===== src/hw/rtl/hci_pkg.sv =====
// Shared constants and types for the Hermite cubic interpolator.
`default_nettype none

package hci_pkg;

  // Tension and bias are signed Q1.14
  localparam int COEF_FRAC = 14;
  localparam int CFG_W     = 16;
  localparam int COEF_W    = CFG_W + 1;
  localparam int COEF_ONE  = 1 << COEF_FRAC;

  // Extra bits of the tangent scale: 2^(2*COEF_FRAC+1)
  localparam int TAN_SHIFT = 2 * COEF_FRAC + 1;

  // Width of one partial-product slice of the wide multipliers
  localparam int SLICE_W = 32;

  // Configuration register index
  localparam int CFG_IDX_W = 1;

  typedef enum logic [CFG_IDX_W-1:0] {
    CFG_TENSION = 1'b0,
    CFG_BIAS    = 1'b1
  } cfg_reg_e;

endpackage

`default_nettype wire


===== src/hw/rtl/hci_round.sv =====
// Round to nearest, scale down and saturate; holds the output register.
`default_nettype none

module hci_round #(
  parameter int SW = 16,
  parameter int FB = 16,
  parameter int TW = 128
) (
  input  wire                        clk_i,
  input  wire                        rst_ni,
  input  wire                        valid_i,
  output logic                       ready_o,
  input  wire  logic signed [TW-1:0] t_i,
  output logic                       valid_o,
  input  wire                        ready_i,
  output logic [SW-1:0]              interp_o,
  output logic                       sat_o
);

  localparam int NS = 2;
  localparam int K  = 3 * FB + hci_pkg::TAN_SHIFT;

  logic [NS-1:0] v_q;
  logic [NS:0]   adv;

  logic signed [TW-1:0] t_q;
  logic [TW-K-SW:0]     hi;
  logic                 sat_d;
  logic [SW-1:0]        interp_d;
  logic [SW-1:0]        interp_q;
  logic                 sat_q;

  // Advance a stage when it is empty or its successor advances
  always_comb begin
    adv[NS] = ready_i;
    for (int s = NS - 1; s >= 0; s--) begin
      adv[s] = ~v_q[s] | adv[s+1];
    end
  end

  assign ready_o = adv[0];
  assign valid_o = v_q[NS-1];

  always_ff @(posedge clk_i or negedge rst_ni) begin
    if (!rst_ni) begin
      v_q <= '0;
    end else begin
      if (adv[0]) begin
        v_q[0] <= valid_i;
      end
      for (int s = 1; s < NS; s++) begin
        if (adv[s]) begin
          v_q[s] <= v_q[s-1];
        end
      end
    end
  end

  // Stage 1: add one half of the final scale
  always_ff @(posedge clk_i) begin
    if (adv[0]) begin
      t_q <= t_i + (TW'(1) <<< (K - 1));
    end
  end

  // Clip when the bits above the result are not all sign
  assign hi    = t_q[TW-1:K+SW-1];
  assign sat_d = ~(&hi | ~|hi);

  always_comb begin
    if (!sat_d) begin
      interp_d = t_q[K+SW-1:K];
    end else if (t_q[TW-1]) begin
      interp_d = {1'b1, {(SW - 1){1'b0}}};
    end else begin
      interp_d = {1'b0, {(SW - 1){1'b1}}};
    end
  end

  // Stage 2: output register
  always_ff @(posedge clk_i) begin
    if (adv[1]) begin
      interp_q <= interp_d;
      sat_q    <= sat_d;
    end
  end

  assign interp_o = interp_q;
  assign sat_o    = sat_q;

endmodule

`default_nettype wire


===== config.mk =====
export PLATFORM = sky130hd
export DESIGN_NAME = hci_round
export DESIGN_NICKNAME = d
export VERILOG_FILES = /design/src/hw/rtl/hci_pkg.sv /design/src/hw/rtl/hci_round.sv
export SDC_FILE = /design/constraint.sdc
export NUM_CORES = 1
export LEC_CHECK = 0
export ABC_AREA = 1
export BUFFER_PORTS_ARGS = -buffer_cell sky130_fd_sc_hd__buf_4
export CAP_MARGIN = 5
export CORE_AREA = 2 2 92 94
export CTS_CLUSTER_SIZE = 40
export DETAILED_ROUTE_END_ITERATION = 7
export DIE_AREA = 0 0 94 96
export MAX_ROUTING_LAYER = met4
export PLACE_DENSITY = 0.84
export SETUP_SLACK_MARGIN = 0.5
export SYNTH_ARGS = -nofsm -noshare
export SYNTH_HDL_FRONTEND = slang
export SYNTH_SLANG_ARGS = --single-unit

===== constraint.sdc =====
create_clock -name clk_i -period 5.45 [get_ports clk_i]
set_input_delay 1.09 -clock clk_i [delete_from_list [all_inputs] [get_ports clk_i]]
set_output_delay 1.09 -clock clk_i [all_outputs]
set_load 0.03 [all_outputs]

==> reports/results.ini <==
[cts]
cts-buffers-inserted = 9
cts_setup_buffers = 0
clk_pin_slew_ps = 80
insertion_delay_ps = 350
cts_tree = done
htreeDepth = 3
cts_root_buf = clkbuf_8
cts_sinks = 70
cts_buffer_depth = 2
cts_hold_buf = 0
cts_resized = 0

[sta]
timing.final.ws_setup_ps = 2245
finalSetupViolCount = 0
tns_ps = 0
fin_crit_sh_pct = 58.81
fin_skew_ps = 8.939
worst_slew_pin_slew_ps = 728.9
drv_slew = 0
rsz0062_at_grt = false
hold_viol_final = 0
max_freq_mhz = 312.0
max_slew_margin_pct = 51.29
fin_crit_ps = 3205

[global_routing]
antenna_found_initial = 0
grt_pass1_vias = 3727
grt_remaining_overflow = 0
grt_pass1_wl_mm = 17.87
grt_usage_pct = 27.34
grt_max_degree = 54

[pwr]
peakVddDrop_v = 0.0002051
power_mw = 1.333
leakagePower_nw = 2.246
power_density_nw_per_um2 = 258.6

[detailed_routing]
dr.pass1.iters = 5
routed_wl_mm = 11.47
vias = 3887
wl_per_cell_um = 15.75
ant_nets = 0
drt_iter0_drc = 349
drc = 0
post_drt_via_cell_ratio = 5.339

[setup_path]
rr_startpoint = t_q[114]
worstPathRequired_ps = 4360
critPathMaxFanout = 53
critPathMostFrequentCell = buf_4
end_kind = output port
startpoint = ready_i
cp_slowest_cell = buf_4
critPathLaunchType = input pin
critPathMaxStageDelay_ps = 550
worstSetupPathType = input pin to output port
cp_data_arrival_time_ps = 2120
crit_chain = buf_4, inv_1, nand3_2, buf_4, buf_4

[finish]
antenna_cells = 0
finalNonFillerCells = 728
nets = 751
final_cell_mix = nand2_1, nor2_1, buf_4
drive_gt1_share_pct = 18.14
final_common_cell = nand2_1
final_area_um2 = 5152
area_growth_pct = 21.58

[yosys]
ys_seq_area_share_pct = 49.37
synth_top_area_share_pct = 48.18
synth_flop_cell = edfxtp_1
syn_avg_cell_area_um2 = 7.921
ys_ff_latch = 70
ys_types = 21
ys_top_cells_by_area = edfxtp_1, nand2_1, nor2_1, inv_1, xor2_1
synth_top_area_cell = edfxtp_1
synth_nets = 668
synthCells = 535
async_reset_ff_share_pct = 2.857
syn_area_um2 = 4238
synth_edf_count = 68
yosysWarnings = 0

[floorplanning]
die_w_um = 94
row_count = 33
core_um2 = 8051
die_y_um = 96
ioPinCount = 151
die_area_um2 = 9024
initial_core_util_pct = 52.63

[worst_hold_path]
hold_path.startpoint = v_q[0]
hp-class = register to register

[place]
hpwl_mm = 9.155
gp_congestion = 1.012
placed_cell_area_um2 = 4923
place_ws_ps = 2236
numPortBuffers = 74
placedCellCount = 712

[flow_run]
cap_viol_max_count = 0

[status]
outcome = finished clean

-- power breakdown --
group | total [mW] | internal, mW | switching, mW
clock network | 0.487 | 0.265 | 0.222
logic | 0.182 | 0.0680 | 0.114
registers | 0.664 | 0.645 | 0.0187
total | 1.33 | 0.978 | 0.355
-- state kept, by name (all words and copies together) (netlist names) --
signal / cells
t_q: 51
interp_o: 16
v_q: 2
sat_o: 1
-- metrics by stage --
stage	hold WS [ps]	utilization, %
2_1_floorplan	435.2	-
3_3_place_gp	465.4	61.15
3_5_place_dp	481.6	61.15
4_1_cts	494.5	63.99
5_1_grt	491.8	63.99
6_report	497.0	63.99
-- worst paths after layout --
| check | end | cells past startpoint | slack, ps |
|---|---|---|---|
| setup / recovery | ready_o | 5 | 2240 |
| hold / removal | v_q[1] | 2 | 500 |
| setup reg to reg | interp_o[5] | 7 | 3590 |
| hold reg to reg | v_q[1] | 2 | 500 |
| max in group asynchronous | v_q[1] | 1 | 4860 |
| min in group asynchronous | v_q[0] | 1 | 510 |
-- per-layer routing --
metal,vias up,part of all wire [%],global-route usage [%]
li1,1875,-,-
met1,1792,41,36.10
met2,194,47,42.92
met3,26,9.0,3.837
met4,0,3.1,11.23
met5,-,0,-
-- final cells by class --
type,instances,area [um^2]
fill,717,2899
sequential,70,2092
multi-input combinational,409,1938
timing repair buffer,75,563.0
inverter,53,198.9
tap,105,131.4
clock buffer,9,123.9
clock inverter,7,105.1
-- cell families after synthesis --
group / count (synthesis) / synth area share, %
AO/OA/AOI/OAI: 1 / 0.1180
AND/OR/NAND/NOR: 373 / 38.00
adder cells (fa/ha/maj): 1 / 0.2952
XOR/XNOR: 34 / 7.204
flip-flops: 70 / 49.37
buffers and inverters: 56 / 5.019
-- cell usage after synthesis (3+ instances only) --
library cell	n
nand2_1	195
nor2_1	103
edfxtp_1	68
inv_1	53
nand3_1	26
nand4_1	17
xor2_1	17
xnor2_1	16
nor3_1	11
nand2_2	6
nor2_4	5
nor2_2	4
nand2_4	3
-- worst max-delay path, delay by kind of cell --
family,cells,cell delay [ps]
buf+inv,4,940
simple gates,1,50
Note: power is estimated with default switching activity, not from simulation.
