==> src/hw/rtl/hci_pkg.sv <==
// Shared constants and types for the Hermite cubic interpolator.
`default_nettype none

package hci_pkg;

  // Tension and bias are signed Q1.14
  localparam int COEF_FRAC = 14;
  localparam int CFG_W     = 16;
  localparam int COEF_W    = CFG_W + 1;
  localparam int COEF_ONE  = 1 << COEF_FRAC;

  // Extra bits of the tangent scale: 2^(2*COEF_FRAC+1)
  localparam int TAN_SHIFT = 2 * COEF_FRAC + 1;

  // Width of one partial-product slice of the wide multipliers
  localparam int SLICE_W = 32;

  // Configuration register index
  localparam int CFG_IDX_W = 1;

  typedef enum logic [CFG_IDX_W-1:0] {
    CFG_TENSION = 1'b0,
    CFG_BIAS    = 1'b1
  } cfg_reg_e;

endpackage

`default_nettype wire

==> src/hw/rtl/hci_mac.sv <==
// One Horner step: r * f + (addend << ASHIFT), sliced multiply over three stages.
`default_nettype none

module hci_mac #(
  parameter int AW     = 64,
  parameter int FB     = 16,
  parameter int ADDW   = 64,
  parameter int ASHIFT = 16,
  parameter int SBW    = 1,
  parameter int OW     = AW + FB + 1
) (
  input  wire                           clk_i,
  input  wire                           rst_ni,
  input  wire                           valid_i,
  output logic                          ready_o,
  input  wire  logic signed [AW-1:0]    r_i,
  input  wire  logic [FB-1:0]           f_i,
  input  wire  logic signed [ADDW-1:0]  add_i,
  input  wire  logic [SBW-1:0]          side_i,
  output logic                          valid_o,
  input  wire                           ready_i,
  output logic signed [OW-1:0]          r_o,
  output logic [FB-1:0]                 f_o,
  output logic [SBW-1:0]                side_o
);

  localparam int NS  = 3;
  localparam int SL  = hci_pkg::SLICE_W;
  localparam int NC  = (AW + SL - 1) / SL;
  localparam int EW  = NC * SL;
  localparam int PPW = SL + FB + 2;

  logic [NS-1:0] v_q;
  logic [NS:0]   adv;

  logic signed [EW-1:0]  r_ext;
  logic signed [PPW-1:0] pp_d [NC];
  logic signed [OW-1:0]  sum_d;

  // stage A
  logic signed [PPW-1:0]  pp_q [NC];
  logic signed [ADDW-1:0] add_a_q;
  logic [FB-1:0]          f_a_q;
  logic [SBW-1:0]         side_a_q;
  // stage B
  logic signed [OW-1:0]   sum_q;
  logic signed [ADDW-1:0] add_b_q;
  logic [FB-1:0]          f_b_q;
  logic [SBW-1:0]         side_b_q;
  // stage C
  logic signed [OW-1:0]   r_q;
  logic [FB-1:0]          f_c_q;
  logic [SBW-1:0]         side_c_q;

  // Advance a stage when it is empty or its successor advances
  always_comb begin
    adv[NS] = ready_i;
    for (int s = NS - 1; s >= 0; s--) begin
      adv[s] = ~v_q[s] | adv[s+1];
    end
  end

  assign ready_o = adv[0];
  assign valid_o = v_q[NS-1];

  always_ff @(posedge clk_i or negedge rst_ni) begin
    if (!rst_ni) begin
      v_q <= '0;
    end else begin
      if (adv[0]) begin
        v_q[0] <= valid_i;
      end
      for (int s = 1; s < NS; s++) begin
        if (adv[s]) begin
          v_q[s] <= v_q[s-1];
        end
      end
    end
  end

  // Slice r: lower slices unsigned, top slice signed
  assign r_ext = EW'(r_i);

  for (genvar j = 0; j < NC; j++) begin : g_slice
    logic signed [SL:0] slice;
    assign slice   = {((j == NC - 1) ? r_ext[SL*j+SL-1] : 1'b0), r_ext[SL*j +: SL]};
    assign pp_d[j] = PPW'(slice) * PPW'($signed({1'b0, f_i}));
  end

  // Stage A: partial products
  always_ff @(posedge clk_i) begin
    if (adv[0]) begin
      for (int j = 0; j < NC; j++) begin
        pp_q[j] <= pp_d[j];
      end
      add_a_q  <= add_i;
      f_a_q    <= f_i;
      side_a_q <= side_i;
    end
  end

  // Align and sum the partial products
  always_comb begin
    sum_d = '0;
    for (int j = 0; j < NC; j++) begin
      sum_d = sum_d + (OW'(pp_q[j]) <<< (SL * j));
    end
  end

  // Stage B: product
  always_ff @(posedge clk_i) begin
    if (adv[1]) begin
      sum_q    <= sum_d;
      add_b_q  <= add_a_q;
      f_b_q    <= f_a_q;
      side_b_q <= side_a_q;
    end
  end

  // Stage C: add the shifted lower-order coefficient
  always_ff @(posedge clk_i) begin
    if (adv[2]) begin
      r_q      <= sum_q + (OW'(add_b_q) <<< ASHIFT);
      f_c_q    <= f_b_q;
      side_c_q <= side_b_q;
    end
  end

  assign r_o    = r_q;
  assign f_o    = f_c_q;
  assign side_o = side_c_q;

endmodule

`default_nettype wire

==> config.mk <==
export PLATFORM = sky130hd
export DESIGN_NAME = hci_mac
export DESIGN_NICKNAME = d
export VERILOG_FILES = /design/src/hw/rtl/hci_pkg.sv /design/src/hw/rtl/hci_mac.sv
export SDC_FILE = /design/constraint.sdc
export NUM_CORES = 2
export LEC_CHECK = 0
export ABC_AREA = 1
export BUFFER_PORTS_ARGS = -buffer_cell sky130_fd_sc_hd__buf_2
export CORE_UTILIZATION = 60
export CTS_CLUSTER_SIZE = 14
export DETAILED_ROUTE_END_ITERATION = 10
export PLACE_DENSITY_LB_ADDON = 0.15
export RECOVER_POWER = 50
export SETUP_SLACK_MARGIN = 0.1
export SLEW_MARGIN = 25
export SYNTH_ARGS = -nofsm -noshare
export SYNTH_HDL_FRONTEND = slang
export SYNTH_SLANG_ARGS = --single-unit
==> constraint.sdc <==
create_clock -name clk_i -period 15.52 [get_ports clk_i]
set_clock_uncertainty 0.1 [all_clocks]
set_input_delay 3.88 -clock clk_i [delete_from_list [all_inputs] [get_ports clk_i]]
set_output_delay 3.88 -clock clk_i [all_outputs]
set_load 0.05 [all_outputs]
==> flow_metrics.env <==
export IMPL_status="complete, but fails checks"
export IMPL_violations="DRC, capacitance limit, slew limit"
export IMPL_grt_max_degree=73
export IMPL_yosys_warnings=0
export IMPL_cts_resized=0
export IMPL_synth_edf_count=438
export IMPL_fin_tns_setup_ns=0
export IMPL_drive_gt1_share_pct=4.62
export IMPL_ys_ff_latch=441
export IMPL_numCtsBuffers=45
export IMPL_cp_start_kind="primary input"
export IMPL_core_um2=97000
export IMPL_dieArea_um2=99500
export IMPL_nets=8921
export IMPL_synthCells=7469
export IMPL_syn_area_per_cell_um2=7.90
export IMPL_hold_depth=0
export IMPL_synth_top_family_by_area="adder cells"
export IMPL_start_util_pct=60.8
export IMPL_htree_levels=2
export IMPL_fp_dieW_um=316
export IMPL_die_h_um=316
export IMPL_synth_compound_area_share_pct=2.51
export IMPL_holdBufCountCts=0
export IMPL_cts_setup_buffers=0
export IMPL_regToRegEndpoint="add_b_q[45]$_DFFE_PP_"
export IMPL_synth_mux_area_share_pct=0
export IMPL_vias_per_cell=5.30
export IMPL_place_gp_congestion=0.992
export IMPL_required_ns=15.76
export IMPL_place_inst=8775
export IMPL_r2r_start="v_q[2]$_DFFE_PN0P_"
export IMPL_finalHoldViolations=0
export IMPL_yosys_area_share_xor_xnor_pct=1.72
export IMPL_synth_area_leaders="fa_1, edfxtp_1, nand2_1, inv_1, ha_1"
export IMPL_grt_usage_pct=35.0
export IMPL_grt_pass1_wl_um=266000
export IMPL_reg2reg_depth=5
export IMPL_syn_num_nets=8844
export IMPL_rows=114
export IMPL_min_from="f_b_q[2]$_DFFE_PP_"
export IMPL_max_clock_freq_mhz=86.0
export IMPL_ys_top_cells_by_count="nand2_1, inv_1, fa_1, edfxtp_1, ha_1"
export IMPL_setup_viol=0
export IMPL_slew_viol_final=420
export IMPL_dr_first_iter_drc_count=3975
export IMPL_crit_type="in2reg"
export IMPL_clockBufferDepth=3
export IMPL_yosysUniqueCellTypes=43
export IMPL_yosys_area_top_type="fa_1"
export IMPL_areaGrowthSynthToFinish_pct=5.79
export IMPL_hold_slack_ns=0.304
export IMPL_wl_per_cell_um=19.0
export IMPL_critPathArrivalTime_ns=11.86
export IMPL_yosysSeqAreaShare_pct=22.4
export IMPL_async_flop_share_pct=0.680
export IMPL_dp_hpwl_um=137000
export IMPL_worstHoldEndpoint="f_o[2]$_DFFE_PP_"
export IMPL_drv_cap=12
export IMPL_insertion_delay_ns=0.60
export IMPL_critPathMaxFanout=34
export IMPL_min_path_type="reg2reg"
export IMPL_grt_overflow=0
export IMPL_synthAdderAreaFrac_pct=37.6
export IMPL_rsz0062_at_grt="false"
export IMPL_synth_ff_type="edfxtp_1"
export IMPL_yosysMostFrequentCell="nand2_1"
export IMPL_vias=46944
export IMPL_clkTransAtPathRegs_ns=0.06
export IMPL_regToRegSetupSlack_ns=10.06
export IMPL_slew_headroom_pct=-168
export IMPL_drc=59
export IMPL_grt_pass1_vias=48726
export IMPL_cts_sinks=441
export IMPL_synth_top_area_share_pct=30.9
export IMPL_io_pins=249
export IMPL_period_share_pct=74.9
export IMPL_synth_area_um2=59000
export IMPL_ant_nets=0
export IMPL_final_min_clock_period_ns=11.62
export IMPL_cp_end_kind="register"
export IMPL_synth_simple_gate_area_share_pct=20.9
export IMPL_cts_tree="built"
export IMPL_antenna_found_initial=11
export IMPL_totalWireLength_um=168000
export IMPL_root_buffer="clkbuf_16"
export IMPL_drt_first_pass_iters=11
export IMPL_worst_pin_slew_ns=4.01
export IMPL_portBuffers=248
export IMPL_final_cells=8862
## layout make-up
cell class	count	area, um^2
diodes	5	12.5
clock buffers	57	1210
clock inverters	25	233
fillers	8633	34600
inverters	2089	7840
multi-input cells	4698	36900
flip-flops and latches	441	13200
well taps	1276	1600
repair buffers	271	1360
## routing by layer
| layer | vias to the layer above | wire [um] | global-route usage, % |
|---|---|---|---|
| li1 | 21816 | - | - |
| met1 | 22821 | 69400 | 47.5 |
| met2 | 1994 | 78700 | 58.1 |
| met3 | 303 | 14800 | 5.35 |
| met4 | 10 | 5340 | 11.1 |
| met5 | - | 67 | 0 |
## logic make-up (layout without fill, tap and decap cells)
kind of cell             Yosys count  after routing
XOR/XNOR                         116            116
other                              0              5
flip-flops                       441            441
buffers and inverters           2330           2442
AND/OR/NAND/NOR                 3084           3084
adder cells (fa/ha/maj)         1226           1226
AO/OA/AOI/OAI                    272            272
## through the flow
step	cell area [um^2]	utilization, %	worst slack [ns]
2_1_floorplan	59000	-	1.15
3_3_place_gp	61100	63.0	4.85
3_5_place_dp	61100	63.0	4.73
4_1_cts	62500	64.5	5.38
5_1_grt	62400	64.3	3.55
6_report	62400	64.3	3.90
## worst max-delay path, stage by stage
cell and delay, ns:
clkbuf_1 1.49, clkbuf_1 1.45, nand2_1 0.68, fa_1 0.70
inv_1 0.47, fa_1 0.55, fa_1 0.54, inv_1 0.05
fa_1 0.47, inv_1 0.04, ha_1 0.37, nand2_1 0.11
nor2_1 0.25, nand2_1 0.14, nor3_1 0.26, nand3_1 0.18
nand4_1 0.12, nand2_1 0.06
## cell usage in the layout, fill, tap and decap left out, types with 64 or more instances in the layout
cell	instances
nand2_1	2404
inv_1	2081
fa_1	909
edfxtp_1	438
ha_1	317
nor2_1	306
buf_2	215
nand3_1	208
a21oi_1	171
xor2_1	93
nand4_1	64
## flip-flops by register name (all words and copies together), names as in the netlist, 3 cells and up
signal   flops
sum_q       81
add_a_q     64
f_o         16
v_q          3
f_b_q       16
add_b_q     64
pp_q        97
f_a_q       16
r_o         81
## worst max-delay path by stage
stage | startpoint | endpoint | slack (ns)
floorplan | ready_i | ready_o | 1.15
global placement | f_i[5] | pp_q[0][98]$_DFFE_PP_ | 4.85
detailed placement | f_i[5] | pp_q[0][97]$_DFFE_PP_ | 4.73
CTS | f_i[5] | pp_q[0][97]$_DFFE_PP_ | 5.38
global route | f_i[0] | pp_q[0][88]$_DFFE_PP_ | 3.55
finish | f_i[0] | pp_q[0][88]$_DFFE_PP_ | 3.90
Power is not shown: default switching activity piles up to over one toggle a cycle in this logic, so the estimate is an artifact.
